<file path="config.mk">
export PLATFORM = sky130hd
export DESIGN_NAME = quadrature_position_speed_tracker
export DESIGN_NICKNAME = d
export VERILOG_FILES = /design/src/rtl/qpst_pkg.sv /design/src/rtl/qpst_cfg.sv /design/src/rtl/qpst_alu.sv /design/src/rtl/quadrature_position_speed_tracker.sv
export SDC_FILE = /design/constraint.sdc
export NUM_CORES = 2
export LEC_CHECK = 0
export BUFFER_PORTS_ARGS = -buffer_cell sky130_fd_sc_hd__clkbuf_2
export CAP_MARGIN = 20
export CORE_MARGIN = 5
export CORE_UTILIZATION = 46
export DETAILED_ROUTE_END_ITERATION = 7
export SKIP_LAST_GASP = 1
export SLEW_MARGIN = 5
export SYNTH_ARGS = -nofsm -noshare
export SYNTH_HDL_FRONTEND = slang
export SYNTH_HIERARCHICAL = 1
export SYNTH_SLANG_ARGS = --single-unit
</file>
<file path="constraint.sdc">
create_clock -name i_clk -period 10.1 [get_ports i_clk]
set_clock_uncertainty 0.2 [all_clocks]
set_input_delay 0.505 -clock i_clk [delete_from_list [all_inputs] [get_ports i_clk]]
set_output_delay 0.505 -clock i_clk [all_outputs]
set_load 0.1 [all_outputs]
</file>
<file path="src/rtl/qpst_pkg.sv">
// ============================================================================
// qpst_pkg: shared types and constants of the quadrature position tracker
// Register map, item codes, field widths and the control word of the shared
// multiply/divide unit.
// ============================================================================
package qpst_pkg;

    // Default widths of the sampled counter and of the position accumulator
    localparam int COUNTER_BITS_DEF  = 16;
    localparam int POSITION_BITS_DEF = 32;

    // Configuration port
    localparam int CFG_IDX_W  = 3;
    localparam int CFG_DATA_W = 32;

    // Configuration register widths
    localparam int CPR_W   = 16;
    localparam int APC_W   = 27;
    localparam int SPC_W   = 32;
    localparam int COEFF_W = 17;
    localparam int DBAND_W = 32;
    localparam int RPMF_W  = 24;

    // Item and result field widths
    localparam int OP_W      = 2;
    localparam int POS_OUT_W = 32;
    localparam int ANGLE_W   = 19;
    localparam int SPEED_W   = 37;
    localparam int RPM_W     = 41;
    localparam int TURN_W    = 32;

    // Shared unit: 64-bit accumulator, 32-bit multiplier, 4-bit digit per step
    localparam int ACC_W       = 64;
    localparam int MUL_B_W     = 32;
    localparam int DIGIT_W     = 4;
    localparam int REM_W       = CPR_W + 1;
    localparam int FRAC_W      = 16;
    localparam int TERM_W      = ACC_W - FRAC_W;
    localparam int ANGLE_SHIFT = 8;

    // Configuration reset values
    localparam logic [CPR_W-1:0]   CPR_RST   = 16'd4000;
    localparam logic [APC_W-1:0]   APC_RST   = 27'd26353;
    localparam logic [SPC_W-1:0]   SPC_RST   = 32'd2058874;
    localparam logic [COEFF_W-1:0] COEFF_RST = 17'd3860;
    localparam logic [DBAND_W-1:0] DBAND_RST = 32'd32768;
    localparam logic [RPMF_W-1:0]  RPMF_RST  = 24'd625828;

    // Saturation limits
    localparam logic [ANGLE_W-1:0] ANGLE_MAX = {ANGLE_W{1'b1}};
    localparam logic [SPEED_W-1:0] SPEED_MAX = {1'b0, {(SPEED_W-1){1'b1}}};
    localparam logic [SPEED_W-1:0] SPEED_MIN = {1'b1, {(SPEED_W-1){1'b0}}};
    localparam logic [RPM_W-1:0]   RPM_MAX   = {1'b0, {(RPM_W-1){1'b1}}};
    localparam logic [RPM_W-1:0]   RPM_MIN   = {1'b1, {(RPM_W-1){1'b0}}};

    // Register indexes
    typedef enum logic [CFG_IDX_W-1:0] {
        REG_COUNTS_PER_REV  = 3'd0,
        REG_ANGLE_PER_COUNT = 3'd1,
        REG_SPEED_PER_COUNT = 3'd2,
        REG_FILTER_COEFF    = 3'd3,
        REG_SPEED_DEADBAND  = 3'd4,
        REG_RPM_FACTOR      = 3'd5
    } t_reg_idx;

    // Item codes
    typedef enum logic [OP_W-1:0] {
        OP_SAMPLE = 2'd0,
        OP_INDEX  = 2'd1,
        OP_CLEAR  = 2'd2
    } t_op;

    // Configuration register set
    typedef struct packed {
        logic [CPR_W-1:0]   counts_per_rev;
        logic [APC_W-1:0]   angle_per_count;
        logic [SPC_W-1:0]   speed_per_count;
        logic [COEFF_W-1:0] filter_coeff;
        logic [DBAND_W-1:0] speed_deadband;
        logic [RPMF_W-1:0]  rpm_factor;
    } t_cfg;

    // Control word of the shared unit
    typedef struct packed {
        logic load;
        logic mac_step;
        logic div_step;
    } t_alu_ctrl;

endpackage

</file>
<file path="src/rtl/qpst_cfg.sv">
// ============================================================================
// qpst_cfg: configuration registers
// Six scaling registers written over a valid/ready port, one transfer per
// write, indexes outside the map ignored.
// ============================================================================
module qpst_cfg
    import qpst_pkg::*;
(
    input  logic                  i_clk,
    input  logic                  i_rst_n,
    input  logic                  i_valid,
    output logic                  o_ready,
    input  logic [CFG_IDX_W-1:0]  i_index,
    input  logic [CFG_DATA_W-1:0] i_data,
    output t_cfg                  o_cfg
);

    t_cfg r_cfg;

    // Always able to take a write
    assign o_ready = 1'b1;
    assign o_cfg   = r_cfg;

    // Register file
    always_ff @(posedge i_clk) begin
        if (!i_rst_n) begin
            r_cfg.counts_per_rev  <= CPR_RST;
            r_cfg.angle_per_count <= APC_RST;
            r_cfg.speed_per_count <= SPC_RST;
            r_cfg.filter_coeff    <= COEFF_RST;
            r_cfg.speed_deadband  <= DBAND_RST;
            r_cfg.rpm_factor      <= RPMF_RST;
        end else if (i_valid) begin
            case (i_index)
                REG_COUNTS_PER_REV:  r_cfg.counts_per_rev  <= CPR_W'(i_data);
                REG_ANGLE_PER_COUNT: r_cfg.angle_per_count <= APC_W'(i_data);
                REG_SPEED_PER_COUNT: r_cfg.speed_per_count <= SPC_W'(i_data);
                REG_FILTER_COEFF:    r_cfg.filter_coeff    <= COEFF_W'(i_data);
                REG_SPEED_DEADBAND:  r_cfg.speed_deadband  <= DBAND_W'(i_data);
                REG_RPM_FACTOR:      r_cfg.rpm_factor      <= RPMF_W'(i_data);
                default: begin
                end
            endcase
        end
    end

endmodule

</file>
<file path="src/rtl/qpst_alu.sv">
// ============================================================================
// qpst_alu: shared multiply / remainder unit
// Radix-16 shift-and-add multiplier that runs until the multiplier is
// exhausted, and a restoring remainder step, one dividend bit per cycle.
// ============================================================================
module qpst_alu
    import qpst_pkg::*;
(
    input  logic               i_clk,
    input  t_alu_ctrl          i_ctrl,
    input  logic [ACC_W-1:0]   i_load_a,
    input  logic [MUL_B_W-1:0] i_load_b,
    input  logic [CPR_W-1:0]   i_divisor,
    output logic [ACC_W-1:0]   o_acc,
    output logic               o_b_zero
);

    logic [ACC_W-1:0]   r_acc;
    logic [ACC_W-1:0]   r_a;
    logic [MUL_B_W-1:0] r_b;
    logic [ACC_W-1:0]   w_pp;
    logic [REM_W-1:0]   w_trial;
    logic               w_fits;

    // Partial product of one digit and the trial remainder
    always_comb begin
        w_pp    = r_a * ACC_W'(r_b[DIGIT_W-1:0]);
        w_trial = {r_acc[CPR_W-1:0], r_a[ACC_W-1]};
        w_fits  = (w_trial >= {1'b0, i_divisor});
    end

    // Load operands, accumulate a digit, or take a remainder step
    always_ff @(posedge i_clk) begin
        if (i_ctrl.load) begin
            r_acc <= '0;
            r_a   <= i_load_a;
            r_b   <= i_load_b;
        end else if (i_ctrl.mac_step) begin
            r_acc <= r_acc + w_pp;
            r_a   <= r_a << DIGIT_W;
            r_b   <= r_b >> DIGIT_W;
        end else if (i_ctrl.div_step) begin
            r_acc <= ACC_W'(w_fits ? (w_trial - {1'b0, i_divisor}) : w_trial);
            r_a   <= r_a << 1;
        end
    end

    assign o_acc    = r_acc;
    assign o_b_zero = (r_b == '0);

endmodule

</file>
<file path="src/rtl/quadrature_position_speed_tracker.sv">
// ============================================================================
// quadrature_position_speed_tracker: encoder position and speed estimator
// Each item is a counter sample, an index pulse or a clear of the position
// state, and each gives one result: position, mechanical angle, filtered
// speed in rad/s and rpm (zero under the deadband, saturated), turn count and
// direction. The block takes one item at a time; input stall stays high until
// the item is finished. The multiplies and the remainder run on one shared
// unit: a remainder step of one bit per cycle and a radix-16 multiplier that
// stops when its multiplier runs out. A sample item computes the position
// modulo counts per revolution, then runs four multiplies (angle, raw speed,
// filter, rpm); with counts per revolution zero the remainder and the angle
// multiply are skipped and the angle is zero. An index, clear or unused item
// runs the rpm multiply only. The next item is taken only once the result is
// in the output register, where it waits while the next item runs.
// ============================================================================
module quadrature_position_speed_tracker
    import qpst_pkg::*;
#(
    parameter int COUNTER_BITS  = COUNTER_BITS_DEF,
    parameter int POSITION_BITS = POSITION_BITS_DEF
) (
    input  logic                     i_clk,
    input  logic                     i_rst_n,
    // configuration write
    input  logic                     i_cfg_valid,
    output logic                     o_cfg_ready,
    input  logic [CFG_IDX_W-1:0]     i_cfg_index,
    input  logic [CFG_DATA_W-1:0]    i_cfg_data,
    // item channel
    input  logic                     i_in_valid,
    output logic                     o_in_stall,
    input  logic [OP_W-1:0]          i_op,
    input  logic [COUNTER_BITS-1:0]  i_timer_value,
    input  logic                     i_count_down,
    // result channel
    output logic                     o_out_valid,
    input  logic                     i_out_stall,
    output logic signed [POS_OUT_W-1:0] o_position_counts,
    output logic [ANGLE_W-1:0]       o_mech_angle,
    output logic signed [SPEED_W-1:0] o_speed_rad_s,
    output logic signed [RPM_W-1:0]  o_speed_rpm,
    output logic signed [TURN_W-1:0] o_turn_count,
    output logic                     o_moving_backward
);

    localparam int DELTA_W = COUNTER_BITS + 1;
    localparam int EXT_W   = (DELTA_W > POSITION_BITS) ? DELTA_W : POSITION_BITS;
    localparam int CNT_W   = $clog2(POSITION_BITS);
    localparam int ALIGN   = ACC_W - POSITION_BITS;
    localparam int SUM_W   = TERM_W + 1;

    typedef enum logic [3:0] {
        S_IDLE,
        S_DELTA,
        S_POS,
        S_DIV_LD,
        S_DIV,
        S_MOD,
        S_ANGLE,
        S_SPD_LD,
        S_SPEED,
        S_DIFF,
        S_FILT,
        S_FUPD,
        S_RPM_LD,
        S_RPM,
        S_DONE
    } t_state;

    t_cfg w_cfg;

    // sequencer and tracking state
    t_state                   r_state;
    logic [COUNTER_BITS-1:0]  r_tv;
    logic                     r_down;
    logic [COUNTER_BITS-1:0]  r_last;
    logic [DELTA_W-1:0]       r_delta;
    logic [POSITION_BITS-1:0] r_pos;
    logic [CNT_W-1:0]         r_cnt;
    logic [ANGLE_W-1:0]       r_angle;
    logic [SPEED_W-1:0]       r_sraw;
    logic [SPEED_W-1:0]       r_filt;
    logic [SPEED_W-1:0]       r_absf;
    logic [TERM_W-1:0]        r_term;
    logic                     r_sign;
    logic [TURN_W-1:0]        r_turns;
    logic                     r_dir;

    // result register
    logic                     r_out_valid;
    logic [POS_OUT_W-1:0]     r_out_pos;
    logic [ANGLE_W-1:0]       r_out_angle;
    logic [SPEED_W-1:0]       r_out_rad;
    logic [RPM_W-1:0]         r_out_rpm;
    logic [TURN_W-1:0]        r_out_turns;
    logic                     r_out_dir;

    // shared unit
    t_alu_ctrl                w_ctrl;
    logic [ACC_W-1:0]         w_load_a;
    logic [MUL_B_W-1:0]       w_load_b;
    logic [ACC_W-1:0]         w_acc;
    logic                     w_b_zero;

    // datapath around the unit
    logic                     w_in_xfer;
    logic [DELTA_W-1:0]       w_raw;
    logic                     w_half_code;
    logic [DELTA_W-1:0]       n_delta;
    logic [EXT_W-1:0]         w_delta_ext;
    logic [POSITION_BITS-1:0] n_pos;
    logic [POSITION_BITS-1:0] w_pos_mag;
    logic [CPR_W-1:0]         w_rem;
    logic [CPR_W-1:0]         w_mod;
    logic [ANGLE_W-1:0]       n_angle;
    logic [DELTA_W-1:0]       w_delta_mag;
    logic                     w_over_pos;
    logic                     w_over_neg;
    logic [SPEED_W-1:0]       n_sraw;
    logic [SPEED_W:0]         w_diff_p;
    logic [SPEED_W:0]         w_diff_n;
    logic                     w_diff_neg;
    logic [SPEED_W-1:0]       w_diff_mag;
    logic [ACC_W-1:0]         w_sprod;
    logic [TERM_W-1:0]        w_term;
    logic [SUM_W-1:0]         w_fsum;
    logic [SUM_W-SPEED_W:0]   w_fsum_top;
    logic [SPEED_W-1:0]       n_filt;
    logic [SPEED_W-1:0]       w_f_mag;
    logic [TERM_W-RPM_W:0]    w_rpm_top;
    logic [RPM_W-1:0]         n_rpm;
    logic                     w_dead;

    qpst_cfg u_cfg (
        .i_clk   (i_clk),
        .i_rst_n (i_rst_n),
        .i_valid (i_cfg_valid),
        .o_ready (o_cfg_ready),
        .i_index (i_cfg_index),
        .i_data  (i_cfg_data),
        .o_cfg   (w_cfg)
    );

    qpst_alu u_alu (
        .i_clk     (i_clk),
        .i_ctrl    (w_ctrl),
        .i_load_a  (w_load_a),
        .i_load_b  (w_load_b),
        .i_divisor (w_cfg.counts_per_rev),
        .o_acc     (w_acc),
        .o_b_zero  (w_b_zero)
    );

    assign o_in_stall = (r_state != S_IDLE);
    assign w_in_xfer  = i_in_valid && !o_in_stall;

    // Wrap the counter difference into -half..+half
    always_comb begin
        w_raw       = {1'b0, r_tv} - {1'b0, r_last};
        w_half_code = w_raw[COUNTER_BITS-1] && (w_raw[COUNTER_BITS-2:0] == '0);
        n_delta     = w_half_code ? w_raw
                                  : {w_raw[COUNTER_BITS-1], w_raw[COUNTER_BITS-1:0]};
        w_delta_ext = EXT_W'($signed(r_delta));
        n_pos       = r_pos + w_delta_ext[POSITION_BITS-1:0];
        w_pos_mag   = r_pos[POSITION_BITS-1] ? (~r_pos) + POSITION_BITS'(1) : r_pos;
        w_delta_mag = r_delta[DELTA_W-1] ? (~r_delta) + DELTA_W'(1) : r_delta;
    end

    // Floor modulo from the unsigned remainder, then angle saturation
    always_comb begin
        w_rem   = w_acc[CPR_W-1:0];
        w_mod   = (r_pos[POSITION_BITS-1] && (w_rem != '0))
                  ? w_cfg.counts_per_rev - w_rem : w_rem;
        n_angle = (|w_acc[ACC_W-1:ANGLE_W+ANGLE_SHIFT])
                  ? ANGLE_MAX : w_acc[ANGLE_W+ANGLE_SHIFT-1:ANGLE_SHIFT];
    end

    // Raw speed: apply sign and saturate to 37 bits
    always_comb begin
        w_over_pos = |w_acc[ACC_W-1:SPEED_W-1];
        w_over_neg = (|w_acc[ACC_W-1:SPEED_W])
                     || (w_acc[SPEED_W-1] && (|w_acc[SPEED_W-2:0]));
        if (r_sign) begin
            n_sraw = w_over_neg ? SPEED_MIN : (~w_acc[SPEED_W-1:0]) + SPEED_W'(1);
        end else begin
            n_sraw = w_over_pos ? SPEED_MAX : w_acc[SPEED_W-1:0];
        end
    end

    // Filter error magnitude, both subtractions side by side
    always_comb begin
        w_diff_p   = {r_sraw[SPEED_W-1], r_sraw} - {r_filt[SPEED_W-1], r_filt};
        w_diff_n   = {r_filt[SPEED_W-1], r_filt} - {r_sraw[SPEED_W-1], r_sraw};
        w_diff_neg = w_diff_p[SPEED_W];
        w_diff_mag = w_diff_neg ? w_diff_n[SPEED_W-1:0] : w_diff_p[SPEED_W-1:0];
    end

    // Signed product, floor shift by 16
    always_comb begin
        w_sprod = r_sign ? (~w_acc) + ACC_W'(1) : w_acc;
        w_term  = w_sprod[ACC_W-1:FRAC_W];
    end

    // Filter update and rpm saturation
    always_comb begin
        w_fsum     = SUM_W'($signed(r_filt)) + SUM_W'($signed(r_term));
        w_fsum_top = w_fsum[SUM_W-1:SPEED_W-1];
        if ((&w_fsum_top) || !(|w_fsum_top)) begin
            n_filt = w_fsum[SPEED_W-1:0];
        end else begin
            n_filt = w_fsum[SUM_W-1] ? SPEED_MIN : SPEED_MAX;
        end
        w_f_mag   = r_filt[SPEED_W-1] ? (~r_filt) + SPEED_W'(1) : r_filt;
        w_rpm_top = r_term[TERM_W-1:RPM_W-1];
        if ((&w_rpm_top) || !(|w_rpm_top)) begin
            n_rpm = r_term[RPM_W-1:0];
        end else begin
            n_rpm = r_term[TERM_W-1] ? RPM_MIN : RPM_MAX;
        end
        w_dead = (r_absf < SPEED_W'(w_cfg.speed_deadband));
    end

    // Drive the shared unit from the sequencer state
    always_comb begin
        w_ctrl   = '0;
        w_load_a = '0;
        w_load_b = '0;
        case (r_state)
            S_DIV_LD: begin
                if (w_cfg.counts_per_rev != '0) begin
                    w_ctrl.load = 1'b1;
                    w_load_a    = ACC_W'(w_pos_mag) << ALIGN;
                end
            end
            S_DIV: begin
                w_ctrl.div_step = 1'b1;
            end
            S_MOD: begin
                w_ctrl.load = 1'b1;
                w_load_a    = ACC_W'(w_cfg.angle_per_count);
                w_load_b    = MUL_B_W'(w_mod);
            end
            S_SPD_LD: begin
                w_ctrl.load = 1'b1;
                w_load_a    = ACC_W'(w_cfg.speed_per_count);
                w_load_b    = MUL_B_W'(w_delta_mag);
            end
            S_DIFF: begin
                w_ctrl.load = 1'b1;
                w_load_a    = ACC_W'(w_diff_mag);
                w_load_b    = MUL_B_W'(w_cfg.filter_coeff);
            end
            S_RPM_LD: begin
                w_ctrl.load = 1'b1;
                w_load_a    = ACC_W'(w_f_mag);
                w_load_b    = MUL_B_W'(w_cfg.rpm_factor);
            end
            S_ANGLE, S_SPEED, S_FILT, S_RPM: begin
                w_ctrl.mac_step = !w_b_zero;
            end
            default: begin
            end
        endcase
    end

    // Sequencer, tracking state and result register
    always_ff @(posedge i_clk) begin
        if (!i_rst_n) begin
            r_state     <= S_IDLE;
            r_out_valid <= 1'b0;
            r_last      <= '0;
            r_pos       <= '0;
            r_filt      <= '0;
            r_angle     <= '0;
            r_turns     <= '0;
            r_dir       <= 1'b0;
        end else begin
            // drop the result once it is taken, unless a new one replaces it
            if (r_out_valid && !i_out_stall && (r_state != S_DONE)) begin
                r_out_valid <= 1'b0;
            end
            case (r_state)
                S_IDLE: begin
                    if (w_in_xfer) begin
                        r_tv   <= i_timer_value;
                        r_down <= i_count_down;
                        case (i_op)
                            OP_SAMPLE: begin
                                r_state <= S_DELTA;
                            end
                            OP_INDEX: begin
                                r_turns <= r_dir ? r_turns - TURN_W'(1)
                                                 : r_turns + TURN_W'(1);
                                r_state <= S_RPM_LD;
                            end
                            OP_CLEAR: begin
                                r_pos   <= '0;
                                r_last  <= '0;
                                r_filt  <= '0;
                                r_angle <= '0;
                                r_turns <= '0;
                                r_state <= S_RPM_LD;
                            end
                            default: begin
                                r_state <= S_RPM_LD;
                            end
                        endcase
                    end
                end
                S_DELTA: begin
                    r_delta <= n_delta;
                    r_last  <= r_tv;
                    r_dir   <= r_down;
                    r_state <= S_POS;
                end
                S_POS: begin
                    r_pos   <= n_pos;
                    r_state <= S_DIV_LD;
                end
                S_DIV_LD: begin
                    r_cnt <= '0;
                    if (w_cfg.counts_per_rev == '0) begin
                        r_angle <= '0;
                        r_state <= S_SPD_LD;
                    end else begin
                        r_state <= S_DIV;
                    end
                end
                S_DIV: begin
                    r_cnt <= r_cnt + CNT_W'(1);
                    if (r_cnt == CNT_W'(POSITION_BITS - 1)) begin
                        r_state <= S_MOD;
                    end
                end
                S_MOD: begin
                    r_state <= S_ANGLE;
                end
                S_ANGLE: begin
                    if (w_b_zero) begin
                        r_angle <= n_angle;
                        r_state <= S_SPD_LD;
                    end
                end
                S_SPD_LD: begin
                    r_sign  <= r_delta[DELTA_W-1];
                    r_state <= S_SPEED;
                end
                S_SPEED: begin
                    if (w_b_zero) begin
                        r_sraw  <= n_sraw;
                        r_state <= S_DIFF;
                    end
                end
                S_DIFF: begin
                    r_sign  <= w_diff_neg;
                    r_state <= S_FILT;
                end
                S_FILT: begin
                    if (w_b_zero) begin
                        r_term  <= w_term;
                        r_state <= S_FUPD;
                    end
                end
                S_FUPD: begin
                    r_filt  <= n_filt;
                    r_state <= S_RPM_LD;
                end
                S_RPM_LD: begin
                    r_sign  <= r_filt[SPEED_W-1];
                    r_absf  <= w_f_mag;
                    r_state <= S_RPM;
                end
                S_RPM: begin
                    if (w_b_zero) begin
                        r_term  <= w_term;
                        r_state <= S_DONE;
                    end
                end
                S_DONE: begin
                    // hold until the previous result has been taken
                    if (!r_out_valid || !i_out_stall) begin
                        r_out_valid <= 1'b1;
                        r_out_pos   <= POS_OUT_W'(r_pos);
                        r_out_angle <= r_angle;
                        r_out_rad   <= w_dead ? '0 : r_filt;
                        r_out_rpm   <= w_dead ? '0 : n_rpm;
                        r_out_turns <= r_turns;
                        r_out_dir   <= r_dir;
                        r_state     <= S_IDLE;
                    end
                end
                default: begin
                    r_state <= S_IDLE;
                end
            endcase
        end
    end

    assign o_out_valid       = r_out_valid;
    assign o_position_counts = r_out_pos;
    assign o_mech_angle      = r_out_angle;
    assign o_speed_rad_s     = r_out_rad;
    assign o_speed_rpm       = r_out_rpm;
    assign o_turn_count      = r_out_turns;
    assign o_moving_backward = r_out_dir;

    // A new result only ever comes out of the final state
    a_result_from_done: assert property (@(posedge i_clk) disable iff (!i_rst_n)
        $rose(o_out_valid) |-> $past(r_state == S_DONE))
        else $error("result raised outside the final state");

    // A clear item empties position and turn count
    a_clear_empties: assert property (@(posedge i_clk) disable iff (!i_rst_n)
        (w_in_xfer && (i_op == OP_CLEAR)) |=> (r_pos == '0) && (r_turns == '0))
        else $error("clear item left position state behind");

    // Remainder pass never runs past the dividend width
    a_div_bound: assert property (@(posedge i_clk) disable iff (!i_rst_n)
        (r_state == S_DIV) |-> (r_cnt <= CNT_W'(POSITION_BITS - 1)))
        else $error("remainder counter overran");

    // The speed multiply is left only with its multiplier exhausted
    a_speed_done: assert property (@(posedge i_clk) disable iff (!i_rst_n)
        (r_state == S_DIFF) |-> $past(w_b_zero))
        else $error("speed product taken before the multiply finished");

endmodule
</file>
==> flow_metrics.env <==
export IMPL_ioPinCount=224
export IMPL_drt_antenna_violating_nets=0
export IMPL_dp_cells=7904
export IMPL_layout_filler_cells=11540
export IMPL_clock_path_buffers=3
export IMPL_synth_cell_types=108
export IMPL_clk_insertion_delay_late_ns=0.71
export IMPL_totalNegativeSetupSlack_ns=0
export IMPL_wire_length_of_the_first_global_routing_pass_um=288900
export IMPL_finalHoldViolations=0
export IMPL_worstSetupPathType="register to register"
export IMPL_final_min_period_ns=5.671
export IMPL_outcome="completed"
export IMPL_post_route_drc_count=0
export IMPL_grt_max_degree=149
export IMPL_min_path_cells=3
export IMPL_seq_area_frac_synth_pct=34.68
export IMPL_tritoncts_num_sinks=774
export IMPL_yosys_register_bits=774
export IMPL_viasPerCell=5.919
export IMPL_r2r_cells=17
export IMPL_max_cap_violations=0
export IMPL_setup_viol_count_final=0
export IMPL_ys_top_cells_by_count="sky130_fd_sc_hd__nand2_1, sky130_fd_sc_hd__inv_1, sky130_fd_sc_hd__a21oi_1"
export IMPL_final_period_utilization_pct=56.15
export IMPL_max_slew_margin_pct=24.22
export IMPL_gr_usage_all_layers_pct=28.25
export IMPL_dr_total_vias=48070
export IMPL_worst_tran_pin_value_ns=1.137
export IMPL_cts_clk_slew_worst_paths_ns=0.06
export IMPL_initialDrtViolationCount=4539
export IMPL_place_port_buffers=222
export IMPL_synthesis_yosys_warnings=6
export IMPL_synth_area_um2=56810
export IMPL_core_area_um2=123200
export IMPL_num_antenna_cells=0
export IMPL_synth_main_ff_cell="sky130_fd_sc_hd__edfxtp_1"
export IMPL_reg2reg_slack_ns=4.43
export IMPL_routed_wirelength_um=190000
export IMPL_timing_critical_path_arrival_ns=6.04
export IMPL_h_tree_depth=3
export IMPL_post_synth_main_area_contributors="sky130_fd_sc_hd__edfxtp_1, sky130_fd_sc_hd__dfxtp_1, sky130_fd_sc_hd__ha_1"
export IMPL_die_x_um=361.4
export IMPL_synthMostInstantiatedCell="sky130_fd_sc_hd__nand2_1"
export IMPL_finish_net_count=6992
export IMPL_finalNonFillerCells=8122
export IMPL_grt_antenna_before_repair=4
export IMPL_rows=129
export IMPL_cts_inserted_buffers=90
export IMPL_die_h_um=361.4
export IMPL_synthArstFlopShare_pct=0
export IMPL_dp_hpwl_um=143000
export IMPL_min_path_type="primary input to register"
export IMPL_grt_remaining_overflow=0
export IMPL_critPathMaxFanout=63
export IMPL_yosysTopAreaCellShare_pct=22.20
export IMPL_rsz0062_at_grt="false"
export IMPL_cp_start_kind="register"
export IMPL_fp_dieArea_um2=130600
export IMPL_max_freq_mhz=176.3
export IMPL_flow_area_growth_from_synthesis_pct=10.83
export IMPL_drtPass1Iterations=8
export IMPL_vias_in_the_first_global_route=46760
export IMPL_effective_utilization_at_floorplan_pct=46.13
export IMPL_worst_setup_path_end_kind="register"
export IMPL_holdCritStartpoint="i_cfg_data[31]"
export IMPL_setup_fix_buffers_added_after_clock_tree_synthesis=0
export IMPL_gpl_final_weighted_congestion=0.9459
export IMPL_required_ns=10.46
export IMPL_worstHoldEndpoint="u_cfg/o_cfg[55]$_SDFFE_PN0P_"
export IMPL_drive_gt1_share_pct=8.851
export IMPL_worst_r2r_startpoint="u_alu/r_b[2]$_DFFE_PP_"
export IMPL_timing_max_transition_violations_final=0
export IMPL_avgRoutedWirePerCell_um=23.40
export IMPL_cts_tree="done"
export IMPL_synth_edff_count=420
export IMPL_synthesis_instances=6305
export IMPL_clock_tree_root_cell="sky130_fd_sc_hd__clkbuf_16"
export IMPL_syn_avg_cell_area_um2=9.010
export IMPL_rr_endpoint="u_alu/o_acc[47]$_SDFFE_PP0P_"
export IMPL_yosys_area_top_type="sky130_fd_sc_hd__edfxtp_1"
==> layout make-up <==
type / count / area (um2) / share of cell area (%)
Inverter: 510 / 1914 / 3.041
Clock inverter: 60 / 671.9 / 1.067
Tap cell: 1637 / 2048 / 3.253
Clock buffer: 109 / 2479 / 3.937
Timing Repair Buffer: 339 / 2158 / 3.428
Sequential cell: 774 / 19700 / 31.29
Multi-Input combinational cell: 4693 / 33990 / 53.98
==> cell usage in the layout, fill, tap and decap left out, types with 91 or more instances in the layout <==
cell | Yosys | routed
sky130_fd_sc_hd__a22oi_1 | 91 | 91
sky130_fd_sc_hd__xor2_1 | 112 | 112
sky130_fd_sc_hd__ha_1 | 335 | 335
sky130_fd_sc_hd__clkbuf_16 | 0 | 94
sky130_fd_sc_hd__a21o_1 | 135 | 135
sky130_fd_sc_hd__nor3_1 | 158 | 154
sky130_fd_sc_hd__edfxtp_1 | 420 | 420
sky130_fd_sc_hd__nor2b_1 | 162 | 161
sky130_fd_sc_hd__o21ai_0 | 372 | 370
sky130_fd_sc_hd__and2_1 | 270 | 268
sky130_fd_sc_hd__xnor2_1 | 223 | 223
sky130_fd_sc_hd__clkbuf_2 | 2 | 221
sky130_fd_sc_hd__nand2_1 | 585 | 585
sky130_fd_sc_hd__fa_1 | 190 | 190
sky130_fd_sc_hd__dfxtp_1 | 354 | 353
sky130_fd_sc_hd__inv_1 | 508 | 508
sky130_fd_sc_hd__a21oi_1 | 473 | 473
sky130_fd_sc_hd__mux2i_1 | 233 | 233
sky130_fd_sc_hd__nor2_1 | 325 | 317
==> critical path: stages, from the launching register on <==
cell and delay (ns):
sky130_fd_sc_hd__edfxtp_1 0.32, sky130_fd_sc_hd__buf_4 0.50, sky130_fd_sc_hd__and2_1 0.25, sky130_fd_sc_hd__fa_1 0.46, sky130_fd_sc_hd__fa_1 0.56, sky130_fd_sc_hd__inv_1 0.05, sky130_fd_sc_hd__fa_1 0.50, sky130_fd_sc_hd__inv_1 0.04
sky130_fd_sc_hd__ha_1 0.38, sky130_fd_sc_hd__a21o_1 0.19, sky130_fd_sc_hd__a21oi_1 0.28, sky130_fd_sc_hd__a211oi_2 0.16, sky130_fd_sc_hd__or2_2 0.36, sky130_fd_sc_hd__a31oi_1 0.40, sky130_fd_sc_hd__a21oi_1 0.21, sky130_fd_sc_hd__o31ai_1 0.34
sky130_fd_sc_hd__mux2i_1 0.23, sky130_fd_sc_hd__nand3_1 0.08
==> registers in the layout, summed over array words and instances, names as in the netlist, 37 cells and up <==
register / cells
u_cfg/o_cfg: 148
o_speed_rad_s: 37
r_sraw: 37
r_term: 48
u_alu/r_a: 64
o_speed_rpm: 41
r_filt: 37
u_alu/o_acc: 64
r_absf: 37
==> metrics by stage <==
stage | setup slack [ns] | hold WS [ns] | utilization (%) | area, um2
finish | 4.429 | 0.07611 | 51.12 | 62960
global route | 4.129 | 0.06235 | 51.12 | 62960
CTS | 4.480 | 0.03558 | 51.10 | 62940
detailed placement | 4.544 | 0.2184 | 48.16 | 59310
global placement | 4.629 | 0.2177 | 48.14 | 59280
floorplan | 1.553 | 0.2064 | - | 56830
==> how the worst max path moves through the flow <==
stage / from / endpoint / slack [ns] / cells after the start
4_1_cts: u_alu/r_b[3]$_DFFE_PP_ / u_alu/o_acc[60]$_SDFFE_PP0P_ / 4.48 / 16
6_report: u_alu/r_b[2]$_DFFE_PP_ / u_alu/o_acc[47]$_SDFFE_PP0P_ / 4.43 / 17
3_3_place_gp: u_alu/r_b[2]$_DFFE_PP_ / u_alu/o_acc[50]$_SDFFE_PP0P_ / 4.63 / 17
3_5_place_dp: u_alu/r_b[2]$_DFFE_PP_ / u_alu/o_acc[60]$_SDFFE_PP0P_ / 4.54 / 17
5_1_grt: r_filt[32]$_SDFFE_PN0P_ / u_alu/r_a[18]$_DFFE_PP_ / 4.13 / 14
2_1_floorplan: o_out_valid$_SDFF_PN0_ / o_mech_angle[0]$_DFFE_PP_ / 1.55 / 3
==> kinds of logic after synthesis <==
group,Yosys count,share of synthesized area [%]
adder cells (fa/ha/maj),525,14.07
AO/OA/AOI/OAI,1629,18.49
AND/OR/NAND/NOR,1927,17.04
other,2,0.01322
multiplexers,268,4.799
XOR/XNOR,335,5.165
buffers and inverters,845,5.742
flip-flops,774,34.68
==> layer usage <==
metal	vias to the layer above	track usage, %	share of wire (%)
met5	-	0	0
met4	0	9.474	3.5
met3	270	3.426	6.8
met2	1641	44.87	45
met1	23600	40.16	45
li1	22560	-	-
==> timing repair <==
| action | CTS | global route |
|---|---|---|
| hold endpoints to repair | 117 | 0 |
| hold buffers | 48 | 0 |
| resized for setup | 0 | 0 |
Power is not shown: default switching activity piles up to over one toggle a cycle in this logic, so the estimate is an artifact.
